==> src/fdc_pkg.sv <==
// shared constants and types for the frame deframer with crc-16 trailer
package fdc_pkg;

  // header layout: sync, sync, command, address, length, sum8
  localparam int unsigned HdrBytes = 6;
  localparam int unsigned FillW    = $clog2(HdrBytes + 1);

  // longest payload a header may announce
  localparam logic [7:0] MaxPayload = 8'd128;

  // crc-16/modbus seed and reflected polynomial
  localparam logic [15:0] CrcInit = 16'hFFFF;
  localparam logic [15:0] CrcPoly = 16'hA001;

  // command from the sequencer to the shared crc unit
  typedef struct packed {
    logic       init;
    logic       feed;
    logic [7:0] data;
  } crc_ctrl_t;

endpackage

==> src/fdc_crc_unit.sv <==
// shared crc-16/modbus unit, one byte folded into the running crc per cycle
module fdc_crc_unit (
  input  logic                  clk,
  input  logic                  rst_n,
  input  fdc_pkg::crc_ctrl_t    ctrl,
  output logic [15:0]           crc
);

  logic [15:0] crc_r;
  logic [15:0] crc_nxt;

  // bytewise reflected crc step, eight shift stages
  function automatic logic [15:0] crc_byte(input logic [15:0] c_in, input logic [7:0] d);
    logic [15:0] c;
    c = c_in ^ {8'h00, d};
    for (int k = 0; k < 8; k++) begin
      if (c[0]) begin
        c = (c >> 1) ^ fdc_pkg::CrcPoly;
      end else begin
        c = c >> 1;
      end
    end
    return c;
  endfunction

  // next crc: reseed, fold one byte, or hold
  always_comb begin
    crc_nxt = crc_r;
    if (ctrl.init) begin
      crc_nxt = fdc_pkg::CrcInit;
    end else if (ctrl.feed) begin
      crc_nxt = crc_byte(crc_r, ctrl.data);
    end
  end

  always_ff @(posedge clk) begin
    if (!rst_n) begin
      crc_r <= fdc_pkg::CrcInit;
    end else begin
      crc_r <= crc_nxt;
    end
  end

  assign crc = crc_r;

endmodule

==> src/frame_deframer_crc16.sv <==
// frame deframer top: header hunt, payload pass-through, crc-16 trailer check
//
// Input channel in_*: one received byte per item (in_rx_byte), valid/stall.
// Output channel out_*: one result per payload byte (kind 0, data in
// out_data_byte) and one frame end report (kind 1, last 1, status 0 ok or
// 1 crc mismatch), each carrying the header's address and length.
// Configuration: apb-style writes to sync_first (0x0), sync_second (0x4)
// and wanted_command (0x8); pready is always high, reads return the value.
// A hunt byte, payload byte or crc byte is taken without a pause; the byte
// that completes a valid header stalls the input while the shared crc
// unit folds the six header bytes one per cycle before the next item.
// A result appears in the output register the cycle after its byte.
// When the receiver stalls, the result holds in the output register and
// the input stalls for as long as that result waits, whatever the phase.
// Reset (synchronous, rst_n low) empties the window, returns to hunting,
// seeds the crc with 0xFFFF and restores the register reset values.
module frame_deframer_crc16 (
  input  logic        clk,
  input  logic        rst_n,
  // input channel
  input  logic        in_valid,
  output logic        in_stall,
  input  logic [7:0]  in_rx_byte,
  // result channel
  output logic        out_valid,
  input  logic        out_stall,
  output logic        out_kind,
  output logic [7:0]  out_data_byte,
  output logic        out_frame_status,
  output logic [7:0]  out_frame_address,
  output logic [7:0]  out_payload_length,
  output logic        out_last,
  // configuration port
  input  logic        psel,
  input  logic        penable,
  input  logic        pwrite,
  input  logic [3:0]  paddr,
  input  logic [31:0] pwdata,
  output logic [31:0] prdata,
  output logic        pready
);

  localparam int unsigned HdrBytes = fdc_pkg::HdrBytes;
  localparam int unsigned FillW    = fdc_pkg::FillW;
  localparam int unsigned CntW     = $clog2(HdrBytes);

  // register indexes on paddr[3:2]
  localparam logic [1:0] RegSyncFirst  = 2'd0;
  localparam logic [1:0] RegSyncSecond = 2'd1;
  localparam logic [1:0] RegCommand    = 2'd2;

  typedef enum logic {
    ST_IDLE,
    ST_HDR
  } state_t;

  typedef enum logic [1:0] {
    PH_HUNT,
    PH_PAYLOAD,
    PH_CRC_LO,
    PH_CRC_HI
  } phase_t;

  // configuration registers
  logic [7:0] sync_first_r;
  logic [7:0] sync_second_r;
  logic [7:0] command_r;
  logic       cfg_wr;

  // sequencer and frame state
  state_t           state_r, state_nxt;
  phase_t           phase_r, phase_nxt;
  logic [7:0]       win_r   [HdrBytes];
  logic [7:0]       win_nxt [HdrBytes];
  logic [7:0]       win_in  [HdrBytes];
  logic [FillW-1:0] fill_r, fill_nxt;
  logic [CntW-1:0]  hcnt_r, hcnt_nxt;
  logic [7:0]       remain_r, remain_nxt;
  logic [7:0]       addr_r, addr_nxt;
  logic [7:0]       len_r, len_nxt;
  logic [7:0]       crc_lo_r, crc_lo_nxt;

  // output register
  logic       out_valid_r, out_valid_nxt;
  logic       out_kind_r, out_kind_nxt;
  logic [7:0] out_data_r, out_data_nxt;
  logic       out_status_r, out_status_nxt;

  logic                in_accept;
  logic                out_take;
  logic [7:0]          hdr_sum;
  logic                hdr_match;
  logic [15:0]         crc;
  fdc_pkg::crc_ctrl_t  crc_ctrl;

  // handshakes
  assign out_take  = out_valid_r && !out_stall;
  assign in_stall  = (state_r != ST_IDLE) || (out_valid_r && out_stall);
  assign in_accept = in_valid && !in_stall;

  // window after shifting in the incoming byte
  always_comb begin
    for (int i = 0; i < HdrBytes - 1; i++) begin
      win_in[i] = win_r[i+1];
    end
    win_in[HdrBytes-1] = in_rx_byte;
  end

  // header check on the shifted window
  assign hdr_sum   = win_in[0] + win_in[1] + win_in[2] + win_in[3] + win_in[4];
  assign hdr_match = (win_in[0] == sync_first_r) && (win_in[1] == sync_second_r) &&
                     (win_in[2] == command_r) && (win_in[5] == hdr_sum) &&
                     (win_in[4] <= fdc_pkg::MaxPayload);

  // sequencer next state
  always_comb begin
    state_nxt      = state_r;
    phase_nxt      = phase_r;
    win_nxt        = win_r;
    fill_nxt       = fill_r;
    hcnt_nxt       = hcnt_r;
    remain_nxt     = remain_r;
    addr_nxt       = addr_r;
    len_nxt        = len_r;
    crc_lo_nxt     = crc_lo_r;
    out_valid_nxt  = out_valid_r && !out_take;
    out_kind_nxt   = out_kind_r;
    out_data_nxt   = out_data_r;
    out_status_nxt = out_status_r;
    crc_ctrl       = '0;

    unique case (state_r)
      ST_IDLE: begin
        if (in_accept) begin
          unique case (phase_r)
            PH_HUNT: begin
              win_nxt = win_in;
              if (fill_r != FillW'(HdrBytes)) begin
                fill_nxt = fill_r + FillW'(1);
              end
              if ((fill_r >= FillW'(HdrBytes - 1)) && hdr_match) begin
                addr_nxt      = win_in[3];
                len_nxt       = win_in[4];
                remain_nxt    = win_in[4];
                fill_nxt      = '0;
                hcnt_nxt      = '0;
                crc_ctrl.init = 1'b1;
                state_nxt     = ST_HDR;
              end
            end
            PH_PAYLOAD: begin
              crc_ctrl.feed  = 1'b1;
              crc_ctrl.data  = in_rx_byte;
              remain_nxt     = remain_r - 8'd1;
              if (remain_r == 8'd1) begin
                phase_nxt = PH_CRC_LO;
              end
              out_valid_nxt  = 1'b1;
              out_kind_nxt   = 1'b0;
              out_data_nxt   = in_rx_byte;
              out_status_nxt = 1'b0;
            end
            PH_CRC_LO: begin
              crc_lo_nxt = in_rx_byte;
              phase_nxt  = PH_CRC_HI;
            end
            PH_CRC_HI: begin
              out_valid_nxt  = 1'b1;
              out_kind_nxt   = 1'b1;
              out_data_nxt   = 8'd0;
              out_status_nxt = ({in_rx_byte, crc_lo_r} != crc);
              phase_nxt      = PH_HUNT;
              fill_nxt       = '0;
              remain_nxt     = 8'd0;
              crc_ctrl.init  = 1'b1;
            end
            default: begin
              phase_nxt = PH_HUNT;
            end
          endcase
        end
      end
      ST_HDR: begin
        // fold the oldest header byte, rotate the window
        crc_ctrl.feed = 1'b1;
        crc_ctrl.data = win_r[0];
        for (int i = 0; i < HdrBytes - 1; i++) begin
          win_nxt[i] = win_r[i+1];
        end
        win_nxt[HdrBytes-1] = win_r[0];
        hcnt_nxt = hcnt_r + CntW'(1);
        if (hcnt_r == CntW'(HdrBytes - 1)) begin
          state_nxt = ST_IDLE;
          phase_nxt = (len_r != 8'd0) ? PH_PAYLOAD : PH_CRC_LO;
        end
      end
      default: begin
        state_nxt = ST_IDLE;
      end
    endcase
  end

  // state and registered outputs
  always_ff @(posedge clk) begin
    if (!rst_n) begin
      state_r     <= ST_IDLE;
      phase_r     <= PH_HUNT;
      fill_r      <= '0;
      hcnt_r      <= '0;
      remain_r    <= 8'd0;
      addr_r      <= 8'd0;
      len_r       <= 8'd0;
      crc_lo_r    <= 8'd0;
      out_valid_r <= 1'b0;
      for (int i = 0; i < HdrBytes; i++) begin
        win_r[i] <= 8'd0;
      end
    end else begin
      state_r     <= state_nxt;
      phase_r     <= phase_nxt;
      fill_r      <= fill_nxt;
      hcnt_r      <= hcnt_nxt;
      remain_r    <= remain_nxt;
      addr_r      <= addr_nxt;
      len_r       <= len_nxt;
      crc_lo_r    <= crc_lo_nxt;
      out_valid_r <= out_valid_nxt;
      win_r       <= win_nxt;
    end
  end

  // result payload, no reset needed
  always_ff @(posedge clk) begin
    out_kind_r   <= out_kind_nxt;
    out_data_r   <= out_data_nxt;
    out_status_r <= out_status_nxt;
  end

  // shared crc unit
  fdc_crc_unit u_crc (
    .clk   (clk),
    .rst_n (rst_n),
    .ctrl  (crc_ctrl),
    .crc   (crc)
  );

  // configuration writes
  assign cfg_wr = psel && penable && pwrite && pready;

  always_ff @(posedge clk) begin
    if (!rst_n) begin
      sync_first_r  <= 8'hAA;
      sync_second_r <= 8'h55;
      command_r     <= 8'h00;
    end else if (cfg_wr) begin
      unique case (paddr[3:2])
        RegSyncFirst:  sync_first_r  <= pwdata[7:0];
        RegSyncSecond: sync_second_r <= pwdata[7:0];
        RegCommand:    command_r     <= pwdata[7:0];
        default: begin
        end
      endcase
    end
  end

  // configuration reads
  always_comb begin
    unique case (paddr[3:2])
      RegSyncFirst:  prdata = {24'd0, sync_first_r};
      RegSyncSecond: prdata = {24'd0, sync_second_r};
      RegCommand:    prdata = {24'd0, command_r};
      default:       prdata = 32'd0;
    endcase
  end

  assign pready = 1'b1;

  // output ports
  assign out_valid          = out_valid_r;
  assign out_kind           = out_kind_r;
  assign out_data_byte      = out_data_r;
  assign out_frame_status   = out_status_r;
  assign out_frame_address  = addr_r;
  assign out_payload_length = len_r;
  assign out_last           = out_kind_r;

endmodule
==> config.mk <==
export PLATFORM = sky130hd
export DESIGN_NAME = frame_deframer_crc16
export DESIGN_NICKNAME = d
export VERILOG_FILES = /design/src/fdc_pkg.sv /design/src/fdc_crc_unit.sv /design/src/frame_deframer_crc16.sv
export SDC_FILE = /design/constraint.sdc
export NUM_CORES = 1
export LEC_CHECK = 0
export ABC_CLOCK_PERIOD_IN_PS = 9300
export BUFFER_PORTS_ARGS = -buffer_cell sky130_fd_sc_hd__buf_4
export CAP_MARGIN = 20
export CORE_UTILIZATION = 55
export DETAILED_ROUTE_END_ITERATION = 10
export PLACE_DENSITY = 0.87
export SLEW_MARGIN = 25
export SYNTH_ARGS = -nofsm -noshare
export SYNTH_HDL_FRONTEND = slang
export SYNTH_SLANG_ARGS = --single-unit
==> constraint.sdc <==
create_clock -name clk -period 9.3 [get_ports clk]
set_input_delay 0.465 -clock clk [delete_from_list [all_inputs] [get_ports clk]]
set_output_delay 0.465 -clock clk [all_outputs]
set_load 0.02 [all_outputs]
==> Word level (Yosys, flattened, before mapping) <==
Index checks and enable logic that the tools add are counted.
{ "word_totals": {"out_inout_bits": 62, "input_bits": 51, "ff_bits": 140} }
{ "op_classes": {"eq_ne": 21, "muxes": 57, "bitwise_logic": 11, "addsub": 7, "reduce_logical": 34, "n_lt_le_gt_ge": 2} }
{ "ops": {"columns": ["cell", "count"], "rows": [
  ["$mux W16", 22],
  ["$mux W48", 2],
  ["$pmux W48 S2", 1],
  ["$pmux W8 S3", 2],
  ["$add A8 B8 Y8", 4],
  ["$eq A8 B8 Y1", 4],
  ["$not A2 Y3", 8],
  ["$pmux W9 S2", 1],
  ["$ne A16 B16 Y1", 1],
  ["$pmux W8 S2", 1],
  ["$reduce_and A4 Y1", 4],
  ["$xor A16 B8 Y16", 1],
  ["$mux W3", 5],
  ["$pmux W3 S2", 2],
  ["$logic_and A1 B1 Y1", 11],
  ["$mux W10", 1],
  ["$mux W9", 1],
  ["$ne A3 B3 Y1 const B", 3],
  ["$reduce_and A3 Y1", 3],
  ["$eq A8 B1 Y1 const B", 1],
  ["$le A8 B8 Y1 const B", 1],
  ["$mux W1", 8],
  ["$mux W2", 4],
  ["$mux W8", 1],
  ["21 further kinds", 40]
]} }

==> Logic depth before layout (Yosys ltp) <==
Gate-level depths: netlist of run 1.
{ "logic_depth": {"depth_word": 43, "mapped_depth": 17, "ltp_nobuf": 16} }

==> By module <==
A second synthesis of run 1 with hierarchy kept.
{ "hier_totals": {"hier_cells": 873, "area_unflattened_um2": 7613.6} }
{ "by_module_without_submodules": {"columns": ["mod", "seq_area_each_um2", "area_per_inst_um2", "instances", "cells_each"], "rows": [
  ["frame_deframer_crc16", 2582.5, 6839.1, 1, 786],
  ["fdc_crc_unit", 320.3, 774.5, 1, 87]
]} }

==> Worst setup path before layout of run 1 <==
No wires, ideal clock.
{ "synth_timing": {"kind": "reg2reg", "start": "register win_r (netlist bit win_in[9])", "end": "register hcnt_r[2]", "setup_slack_ns": 4.999, "stages_incl_launch_ff": 17, "period_less_slack_ns": 4.301, "n_path_buf": 1, "arrival_ns": 4.175, "cell_sequence": "dfxtp_1 fa_1 fa_1 fa_1 ha_1 inv_1 fa_1 xor2_1 nand4_1 nor4_1 nand3_1 or4_4 nor2_4 buf_4 nor2_1 o21ai_0 a21boi_0"} }
{ "synth_via": {"elab_chain_cells": 7, "elab_cells_between_ends": 8, "cone_classes": "1 x add/sub; 1 x order compare; 2 x eq/ne; 4 x reduce/logical"} }
{ "synth_rtl": {"columns": ["item", "line_no", "rtl"], "rows": [
  ["start, declared", "frame_deframer_crc16.sv:73", "logic [7:0] win_r [HdrBytes];"],
  ["start signal, assigned", "frame_deframer_crc16.sv:228", "win_r <= win_nxt;"],
  ["$add A8 B8 Y8", "frame_deframer_crc16.sv:110", "assign hdr_sum = win_in[0] + win_in[1] + win_in[2] + win_in[3] + win_in[4];"],
  ["$eq A8 B8 Y1", "frame_deframer_crc16.sv:112", "(win_in[2] == command_r) && (win_in[5] == hdr_sum) &&"],
  ["$logic_and A1 B1 Y1", "frame_deframer_crc16.sv:112", null],
  ["$logic_and A1 B1 Y1 *", "frame_deframer_crc16.sv:112", null],
  ["$logic_and A1 B1 Y1 *", "frame_deframer_crc16.sv:141", "if ((fill_r >= FillW'(HdrBytes - 1)) && hdr_match) begin"],
  ["$ne A2 B2 Y1 (no line) *", null, null],
  ["$reduce_and A3 Y1 (no line) *", null, null],
  ["end signal, assigned", "frame_deframer_crc16.sv:222", "hcnt_r <= hcnt_nxt;"],
  ["end, declared", "frame_deframer_crc16.sv:77", "logic [CntW-1:0] hcnt_r, hcnt_nxt;"]
]} }
Mark *: on every way between the ends. The rest lies on a longest branch, timed or not.
A chain may end at the register's enable or synchronous reset.

==> Final worst setup path of run 1 <==
{ "layout_timing": {"start": "register win_r (netlist bit win_in[9])", "end": "register remain_r[1]"} }
{ "layout_via": {"elab_chain_cells": 7, "elab_cells_between_ends": 10, "cone_classes": "1 x add/sub; 1 x order compare; 2 x eq/ne; 2 x mux; 4 x reduce/logical"} }
{ "layout_rtl": {"columns": ["item", "line_no", "rtl"], "rows": [
  ["$add A8 B8 Y8", "frame_deframer_crc16.sv:110", null],
  ["$eq A8 B8 Y1", "frame_deframer_crc16.sv:112", null],
  ["$logic_and A1 B1 Y1 (2 in a row)", "frame_deframer_crc16.sv:112", null],
  ["$logic_and A1 B1 Y1", "frame_deframer_crc16.sv:141", null],
  ["$ne A2 B2 Y1 (no line)", null, null],
  ["$reduce_and A4 Y1 (no line)", null, null],
  ["end signal, assigned", "frame_deframer_crc16.sv:223", "remain_r <= remain_nxt;"],
  ["end, declared", "frame_deframer_crc16.sv:78", "logic [7:0] remain_r, remain_nxt;"]
]} }
Several ways; a longest one is shown, not always the timed one. The select of a mux whose other input is x is not followed.

==> results of run 1 <==
## worst min-delay path: stages
cell and delay (ns):
buf_4 0.09, mux2i_1 0.06, nand2_1 0.06
## final cells by class
cell class                      count  area [sq um]
Inverter                           24         90.09
Clock inverter                      7         90.09
Fill cell                        1071          4705
Timing Repair Buffer               69         518.0
Clock buffer                       22         475.5
Tap cell                          176         220.2
Sequential cell                   140          2903
Multi-Input combinational cell    645          4347
## placed cells by master (no fill, tap or decap), drive strengths merged, types with 22 or more instances in the layout
| cell type | instances |
|---|---|
| dfxtp | 130 |
| clkbuf | 22 |
| inv | 23 |
| a21boi | 45 |
| nor2 | 39 |
| nor2b | 35 |
| xnor2 | 70 |
| mux2i | 49 |
| a21oi | 29 |
| buf | 69 |
| o21ai | 35 |
| nand2 | 161 |
| conb | 25 |
## flip-flops by register name (all words and copies together), names as in the netlist
register            count
win_in                 40
u_crc.crc              16
command_r               8
crc_lo_r                8
out_data_byte           8
out_frame_address       8
out_payload_length      8
remain_r                8
sync_first_r            8
sync_second_r           8
win_r                   8
fill_r                  3
hcnt_r                  3
phase_r                 2
out_frame_status        1
out_kind                1
out_valid               1
state_r                 1
## layer usage
| layer | vias up | GRT usage [%] |
|---|---|---|
| li1 | 2898 | - |
| met4 | 0 | 10.55 |
| met5 | - | 0 |
| met2 | 194 | 43.75 |
| met1 | 2913 | 31.82 |
| met3 | 41 | 6.131 |
## worst paths after layout
path,depth (start not counted),start,endpoint,slack [ns]
setup / recovery,15,win_in[9]$_SDFFE_PN0P_,remain_r[1]$_SDFFE_PN0P_,3.74
hold / removal,3,pwdata[5],sync_first_r[5]$_SDFFE_PN1P_,0.28
setup reg to reg,15,win_in[9]$_SDFFE_PN0P_,remain_r[1]$_SDFFE_PN0P_,3.74
hold reg to reg,2,win_r[40]$_SDFFE_PN0P_,win_r[40]$_SDFFE_PN0P_,0.47
## power by group through the flow
| stage | Sequential (mW) | Combinational, mW | Clock [mW] |
|---|---|---|---|
| CTS | 0.627 | 0.123 | 0.663 |
| global route | 0.628 | 0.136 | 0.690 |
| detailed placement | 0.640 | 0.121 | 0 |
| finish | 0.627 | 0.123 | 0.659 |
| floorplan | 0.634 | 0.0965 | 0 |
| global placement | 0.639 | 0.119 | 0 |
## cell families (layout without fill, tap and decap cells)
| family | after synthesis | in the layout | synth area share [%] |
|---|---|---|---|
| AOI/OAI and AO/OA | 141 | 141 | 12.23 |
| xor gates and xnor gates | 88 | 88 | 10.48 |
| adders and majority gates | 40 | 40 | 8.546 |
| buffers and inverters | 92 | 122 | 5.965 |
| DFF | 140 | 140 | 38.13 |
| muxes | 49 | 49 | 6.442 |
| other | 2 | 25 | 0.09864 |
| and+or+nand+nor | 302 | 302 | 18.11 |
## stage by stage
stage,instances,hold slack [ns]
2_1_floorplan,877,0.4363
3_3_place_gp,1054,0.4520
3_5_place_dp,1054,0.4607
4_1_cts,1083,0.2659
5_1_grt,1083,0.2822
6_report,1083,0.2757
==> flow_summary.ini, run 1 <==
[routing]
final_antenna_net_count = 0
via_per_inst = 5.583
wl_per_cell_um = 16.20
dr.pass1.iters = 5
drc_errors = 0
wl_met1_mm = 7.458
vias = 6046
met3_length_mm = 1.016
drt_iter0_markers = 526
highest_layer = met4
wl_mm = 17.55
wl_met2_mm = 8.640

[cts]
post-cts-setup-buffers = 0
htreeDepth = 4
cts_sinks = 140
cts_tree = done
ctsResizeCount = 0
holdBufCountCts = 0
clk_path_buf_depth = 2
cts-root-buf = clkbuf_16
clkLatencyLatePin_ns = 0.43
cts_made_buffers = 17
clk_pin_slew_ns = 0.06

[critical_path]
crit_buf_inv = 1
cpPeakStageDelay_ns = 0.64
worstPathRequired_ns = 9.62
worst-path-max-fanout = 22
cpMostUsedCell = fa_1
path_cells = fa_1, fa_1, fa_1, ha_1, inv_1, fa_1, xor2_1, nand4_1, nor4_1, nand3_1, or4_4, nor2_4, or2_1, o221ai_1, o211a_1
critPathTopFamily = adder cells
worstPathArrival_ns = 5.87
setup.worst_path.class = register to register
slowest_stage = or4_4
crit_path_start_kind = register
endpoint_kind = register

[sta]
worst_pin_slew_ns = 0.8234
finalCriticalPeriod_ns = 5.557
fmax_mhz = 180.0
skew_ns = 0.007606
slew_headroom_pct = 45.11
hold_viol_final = 0
setup_viol = 0
rsz0062_at_grt = false
min_period_over_period_pct = 59.75
setup_tns_ns = 0
setup_ws_ns = 3.743
slew_violations = 0

[global_route]
grt_pass1_wl_mm = 29.00
grt_usage_pct = 25.95
grt_max_degree = 96
grt_pass1_vias = 5872
overflow = 0
antenna_found_initial = 0

[power]
vdd_drop_max_mv = 0.1459
internal-power_mw = 1.075
switchingPower_mw = 0.3343
combPwrFrac_pct = 8.7
clockPowerShare_pct = 46.8
power_mw = 1.409
power_density_nw_per_um2 = 163.1
leakage_nw = 3.368
seqPwrFrac_pct = 44.5
sw_frac_of_total_pct = 23.72

[layout]
fin_area_sq_um = 8643
insertedDiodeCount = 0
area_growth_pct = 13.53
finish.utilization_pct = 64.75
layout.nets = 988
drive_gt1_share_pct = 11.03

[place]
routabilityCongestion = 0.8563
pre_cts_slack_ns = 3.830
io_buffers = 61
place_area_sq_um = 8078
hpwl_mm = 11.95

[floorplan]
num_rows = 42
core_sq_um = 13350
die_area_sq_um = 14320
io_pins = 113
fp.dieH_um = 119.7
start_util_pct = 57.04
die_x_um = 119.7

[synthesis]
synth_top_area_share_pct = 34.18
ys_seq_elements = 140
yosys.cell_count.top_type = nand2_1
synthTopCellsByArea = dfxtp_1 34%, xnor2_1 8.1%, nand2_1 7.9%
ys_warn_count = 0
synth_cells = 854
ys.flop_type = dfxtp_1
syn_area_sq_um = 7614
syn_avg_cell_area_sq_um = 8.915
synth_cell_types = 49
synth_async_sr_flop_share_pct = 0
synth_top_cells_by_count = 161 x nand2_1, 130 x dfxtp_1, 70 x xnor2_1
yosysSeqAreaShare_pct = 38.13
synth_edf_count = 10
yosysTopAreaCell = dfxtp_1

[run_status]
outcome = finished, final reports clean

[job]
drv_cap = 0

[min_path]
min_path_type = primary input to register
No activity file was read; power rests on OpenSTA's default activity.
==> run 2: changes to the inputs <==
- ABC_CLOCK_PERIOD_IN_PS: 9300 -> 5540
- clock period: 9.3 -> 5.54 ns (I/O delays scaled with it)
==> run 2 against run 1 <==
Worst setup slack worse by 3.2 ns. First-iteration DRC count decreased by 5.3%. Clock skew down 0.0010 ns. Clock-buffer cell count fell by 2. Die area unchanged. Critical path type unchanged. Largest cell class unchanged. Largest power group unchanged.
==> flow_summary.ini, run 2 (synthesized netlist as in run 1, its figures left out) <==
[sta]
setup_tns_ns = 0
worst_pin_slew_ns = 0.8114
hold_viol_final = 0
min_period_over_period_pct = 90.99
slew_headroom_pct = 45.90
fmax_mhz = 198.4
rsz0062_at_grt = false
skew_ns = 0.006560
slew_violations = 0
setup_viol = 0
finalCriticalPeriod_ns = 5.041

[routing]
drc_errors = 0
wl_per_cell_um = 16.05
drt_iter0_markers = 498
vias = 6031
wl_mm = 17.44
via_per_inst = 5.548
final_antenna_net_count = 0
dr.pass1.iters = 7

[layout]
regArea_sq_um = 2903
mostFrequentLayoutCells = 161 x nand2_1, 130 x dfxtp_1, 70 x xnor2_1, 70 x buf_4, 49 x mux2i_1
finish.utilization_pct = 64.85
multi_input_area_sq_um = 4347
layout_commonest_cell = nand2_1
fillers = 1067
layout.nets = 989
top_register = win_in
largest_reg_flops = 40
area_growth_pct = 13.69
insertedDiodeCount = 0
drive_gt1_share_pct = 11.64

[critical_path]
worst-path-max-fanout = 13
ff2ff_path_depth = 15
regToRegSetupSlack_ns = 0.50
crit_path_start_kind = register
setup.worst_path.class = register to register
endpoint_kind = register
worstPathArrival_ns = 5.36
worstPathRequired_ns = 5.86

[cts]
clkLatencyLatePin_ns = 0.42
clk_path_buf_depth = 2
cts_sinks = 140
ctsResizeCount = 0
htreeDepth = 4
clk_pin_slew_ns = 0.06
cts_made_buffers = 17
cts_tree = done
post-cts-setup-buffers = 0
cts-root-buf = clkbuf_16
holdBufCountCts = 0

[run_status]
outcome = finished, final reports clean

[floorplan]
start_util_pct = 57.04
io_pins = 113
fp.dieH_um = 119.7
die_x_um = 119.7
num_rows = 42
core_sq_um = 13350
die_area_sq_um = 14320

[power]
vdd_drop_max_mv = 0.2088
power_mw = 2.353
leakage_nw = 3.367
power_density_nw_per_um2 = 271.9

[global_route]
grt_max_degree = 97
grt_usage_pct = 25.60
grt_pass1_wl_mm = 28.69
antenna_found_initial = 0
grt_pass1_vias = 5797
overflow = 0

[min_path]
min_path_type = primary input to register
holdPathStages = 3

[place]
io_buffers = 61
hpwl_mm = 12.03
routabilityCongestion = 0.8660

[job]
drv_cap = 0
==> run 2: layer usage <==
layer	global-route usage (%)	vias to the layer above	routed length, um
met5	0	-	0
met2	41.80	202	8321
met4	10.70	0	442
met1	32.82	2900	7648
met3	5.371	31	1030
li1	-	2898	-
==> run 2: worst max-delay path: stages (launching register included) <==
cell and delay (ns):
dfxtp_1 0.53, fa_1 0.48, fa_1 0.49, fa_1 0.52, ha_1 0.17, inv_1 0.06
fa_1 0.49, xor2_1 0.22, nand4_1 0.12, nor4_1 0.25, nand3_1 0.12, or4_4 0.64
nor2_4 0.18, or2_1 0.33, o221ai_1 0.18, o211a_1 0.16
==> run 2: cell type report <==
class	count	share of cell area, %
timing repair buffer	70	6.071
clock inverter	12	1.315
sequential	140	33.54
multi-input combinational	645	50.22
inverter	24	1.041
clock buffer	20	5.276
tap	176	2.544
==> run 2: metrics by stage <==
step | hold WS [ns] | instance area [sq um] | setup WS [ns] | instances
3_5_place_dp | 0.4601 | 8085 | 0.5306 | 1055
2_1_floorplan | 0.4021 | 7700 | 1.239 | 877
6_report | 0.08698 | 8656 | 0.4993 | 1087
3_3_place_gp | 0.4504 | 8085 | 0.5616 | 1055
4_1_cts | 0.07888 | 8656 | 0.5124 | 1087
5_1_grt | 0.08320 | 8656 | 0.1754 | 1087
==> run 2: report_power, final <==
group / switching, mW / total, mW / internal, mW
Combinational: 0.125 / 0.209 / 0.0847
Clock: 0.449 / 1.09 / 0.644
Sequential: 0.0214 / 1.05 / 1.03
==> run 2: worst paths after layout <==
path | end | startpoint
setup / recovery | remain_r[1]$_SDFFE_PN0P_ | win_in[9]$_SDFFE_PN0P_
hold / removal | sync_first_r[1]$_SDFFE_PN1P_ | pwdata[1]
setup reg to reg | remain_r[1]$_SDFFE_PN0P_ | win_in[9]$_SDFFE_PN0P_
hold reg to reg | crc_lo_r[4]$_SDFFE_PN0P_ | crc_lo_r[4]$_SDFFE_PN0P_
==> run 3: changes to the inputs <==
- SYNTH_HIERARCHICAL: default -> 1
==> run 3 against run 2 <==
Global-route usage up 0.88 points. Clock power rose by 6%. Clock-buffer cell count unchanged. Via count grew 2.4%. Hold slack better by 0.00053 ns. Fmax up 1.7%. Worst setup slack better by 0.085 ns. Final cell count rose by 1.1%. Register-to-register slack better by 0.09 ns. First-iteration DRC count decreased by 12%. Non-clock buffer count is the same. Routed wire length grew 2.4%. Critical endpoint is now u_crc/crc[15]$_SDFFE_PP1P_. Highest routed layer unchanged.
==> flow_summary.ini, run 3 <==
[synthesis]
synth_cell_types = 55
yosysTopAreaCell = dfxtp_1
synth_edf_count = 10
synth_top_cells_by_count = 150 x nand2_1, 130 x dfxtp_1, 86 x a21oi_1
yosys.cell_count.top_type = nand2_1
synth_async_sr_flop_share_pct = 0
synth_cells = 873
synth_top_area_share_pct = 34.18
syn_avg_cell_area_sq_um = 8.721
ys.flop_type = dfxtp_1
syn_area_sq_um = 7614
yosysSeqAreaShare_pct = 38.13
ys_warn_count = 6
synthTopCellsByArea = dfxtp_1 34%, nand2_1 7.4%, mux2i_1 6.2%
ys_seq_elements = 140

[layout]
layout.nets = 1001
largest_reg_flops = 40
drive_gt1_share_pct = 12.68
insertedDiodeCount = 0
area_growth_pct = 13.57
layout_commonest_cell = nand2_1
mostFrequentLayoutCells = 150 x nand2_1, 130 x dfxtp_1, 84 x a21oi_1
fin_area_sq_um = 8647
finish.utilization_pct = 64.78
top_register = win_in

[sta]
setup_viol = 0
rsz0062_at_grt = false
fmax_mhz = 201.8
slew_violations = 0
hold_viol_final = 0
setup_tns_ns = 0
skew_ns = 0.01373
setup_ws_ns = 0.5847
min_period_over_period_pct = 89.45
worst_pin_slew_ns = 0.9776
slew_headroom_pct = 34.83
finalCriticalPeriod_ns = 4.955

[power]
power_mw = 2.401
sw_frac_of_total_pct = 24.49
power_density_nw_per_um2 = 277.6
switchingPower_mw = 0.5878
vdd_drop_max_mv = 0.2017
clockPowerShare_pct = 48.5
combPwrFrac_pct = 7.9
seqPwrFrac_pct = 43.7
internal-power_mw = 1.813
leakage_nw = 3.398

[floorplan]
io_pins = 113
num_rows = 42
die_area_sq_um = 14320
fp.dieH_um = 119.7
die_x_um = 119.7
start_util_pct = 57.04
core_sq_um = 13350

[place]
pre_cts_slack_ns = 0.6804
place_area_sq_um = 8034
io_buffers = 61
hpwl_mm = 12.11
routabilityCongestion = 0.8924

[routing]
drt_iter0_markers = 439
drc_errors = 0
vias = 6175
dr.pass1.iters = 5
via_per_inst = 5.619
wl_per_cell_um = 16.25
final_antenna_net_count = 0
wl_mm = 17.86

[critical_path]
worstPathRequired_ns = 5.86
setup.worst_path.class = register to register
worstPathArrival_ns = 5.27
ff2ff_path_depth = 16
r2r_start = win_in[9]$_SDFFE_PN0P_
endpoint_kind = register
rr_endpoint = u_crc/crc[15]$_SDFFE_PP1P_
regToRegSetupSlack_ns = 0.58
crit_path_start_kind = register
worst-path-max-fanout = 12

[cts]
holdBufCountCts = 0
post-cts-setup-buffers = 0
ctsResizeCount = 0
clk_path_buf_depth = 2
cts-root-buf = clkbuf_16
cts_sinks = 140
htreeDepth = 4
cts_tree = done
cts_made_buffers = 17
clkLatencyLatePin_ns = 0.43
clk_pin_slew_ns = 0.06

[run_status]
outcome = finished, final reports clean

[global_route]
antenna_found_initial = 0
grt_max_degree = 93
grt_pass1_vias = 6045
overflow = 0
grt_usage_pct = 26.48
grt_pass1_wl_mm = 29.81

[min_path]
hold_path_end = sync_first_r[7]$_SDFFE_PN1P_
min_from = pwdata[7]
holdPathStages = 3
min_path_type = primary input to register

[job]
drv_cap = 0
## run 3: changes by cell type in the layout (fill, tap and decap cells not counted), sizes merged, moves of 7 or more
cell / previous run / this run
nand2: 161 / 150
o21ai: 35 / 28
nor2b: 35 / 13
a21boi: 45 / 2
xnor2: 70 / 40
nor2: 39 / 51
a21oi: 29 / 86
o311a: 0 / 7
xor2: 16 / 39
nand3: 19 / 39
a22o: 0 / 8
## run 3: stage by stage
step	instances	hold WS, ns
5_1_grt	1099	0.09234
3_3_place_gp	1067	0.4545
3_5_place_dp	1067	0.4600
6_report	1099	0.08751
4_1_cts	1099	0.07587
2_1_floorplan	896	0.4055
## run 3: per-layer routing
layer	track usage [%]	part of all wire (%)	wire, um	up-vias
met3	5.894	5.4	966	44
met5	0	0	0	-
met2	44.00	49	8732	216
met4	12.50	2.9	513	0
met1	32.54	43	7643	2936
li1	-	-	-	2979
## run 3: worst max-delay path by stage
| stage | start | endpoint | slack [ns] | cells past startpoint |
|---|---|---|---|---|
| finish | win_in[9]$_SDFFE_PN0P_ | u_crc/crc[15]$_SDFFE_PP1P_ | 0.58 | 16 |
| global route | win_in[14]$_SDFFE_PN0P_ | u_crc/crc[0]$_SDFFE_PP1P_ | 0.28 | 19 |
| CTS | win_in[9]$_SDFFE_PN0P_ | out_frame_address[1]$_SDFFE_PN0P_ | 0.63 | 14 |
| detailed placement | win_in[9]$_SDFFE_PN0P_ | u_crc/crc[15]$_SDFFE_PP1P_ | 0.68 | 16 |
| global placement | win_in[9]$_SDFFE_PN0P_ | out_frame_address[3]$_SDFFE_PN0P_ | 0.76 | 14 |
| floorplan | win_in[9]$_SDFFE_PN0P_ | u_crc/crc[14]$_SDFFE_PP1P_ | 1.29 | 17 |
## run 3: logic make-up (layout without fill, tap and decap cells)
family | count (synthesis) | after routing | synth area share [%]
fa+ha+maj | 40 | 40 | 8.546
buf+inv | 99 | 126 | 6.721
compound gates | 153 | 153 | 11.95
xor+xnor | 81 | 81 | 9.712
other cells | 2 | 25 | 0.09864
flops | 140 | 140 | 38.13
simple gates | 310 | 310 | 18.52
mux | 48 | 48 | 6.327
## run 3: power by group through the flow
stage               Sequential [mW]  Clock [mW]  Combinational (mW)
global route                   1.05        1.22               0.208
CTS                            1.05        1.17               0.187
detailed placement             1.07           0               0.185
finish                         1.05        1.16               0.189
global placement               1.07           0               0.181
floorplan                      1.06           0               0.146
## run 3: area by class of cell
type,instances,area (sq um)
fillers,1070,4701
multi-input cells,657,4295
flip-flops and latches,140,2903
repair buffers,70,525.5
clock buffers,20,478.0
well taps,176,220.2
clock inverters,12,135.1
inverters,24,90.09
## run 3: critical path, cell delays in order, from the launching register on
cell      delay, ns
dfxtp_1        0.51
fa_1           0.48
fa_1           0.49
fa_1           0.52
ha_1           0.17
inv_1          0.06
fa_1           0.46
xnor2_1        0.17
nor4_1         0.29
nand4_1        0.13
nor3_1         0.34
and4_1         0.37
a21oi_1        0.10
nor2_1         0.12
nor2b_1        0.13
buf_4          0.22
a221oi_1       0.28
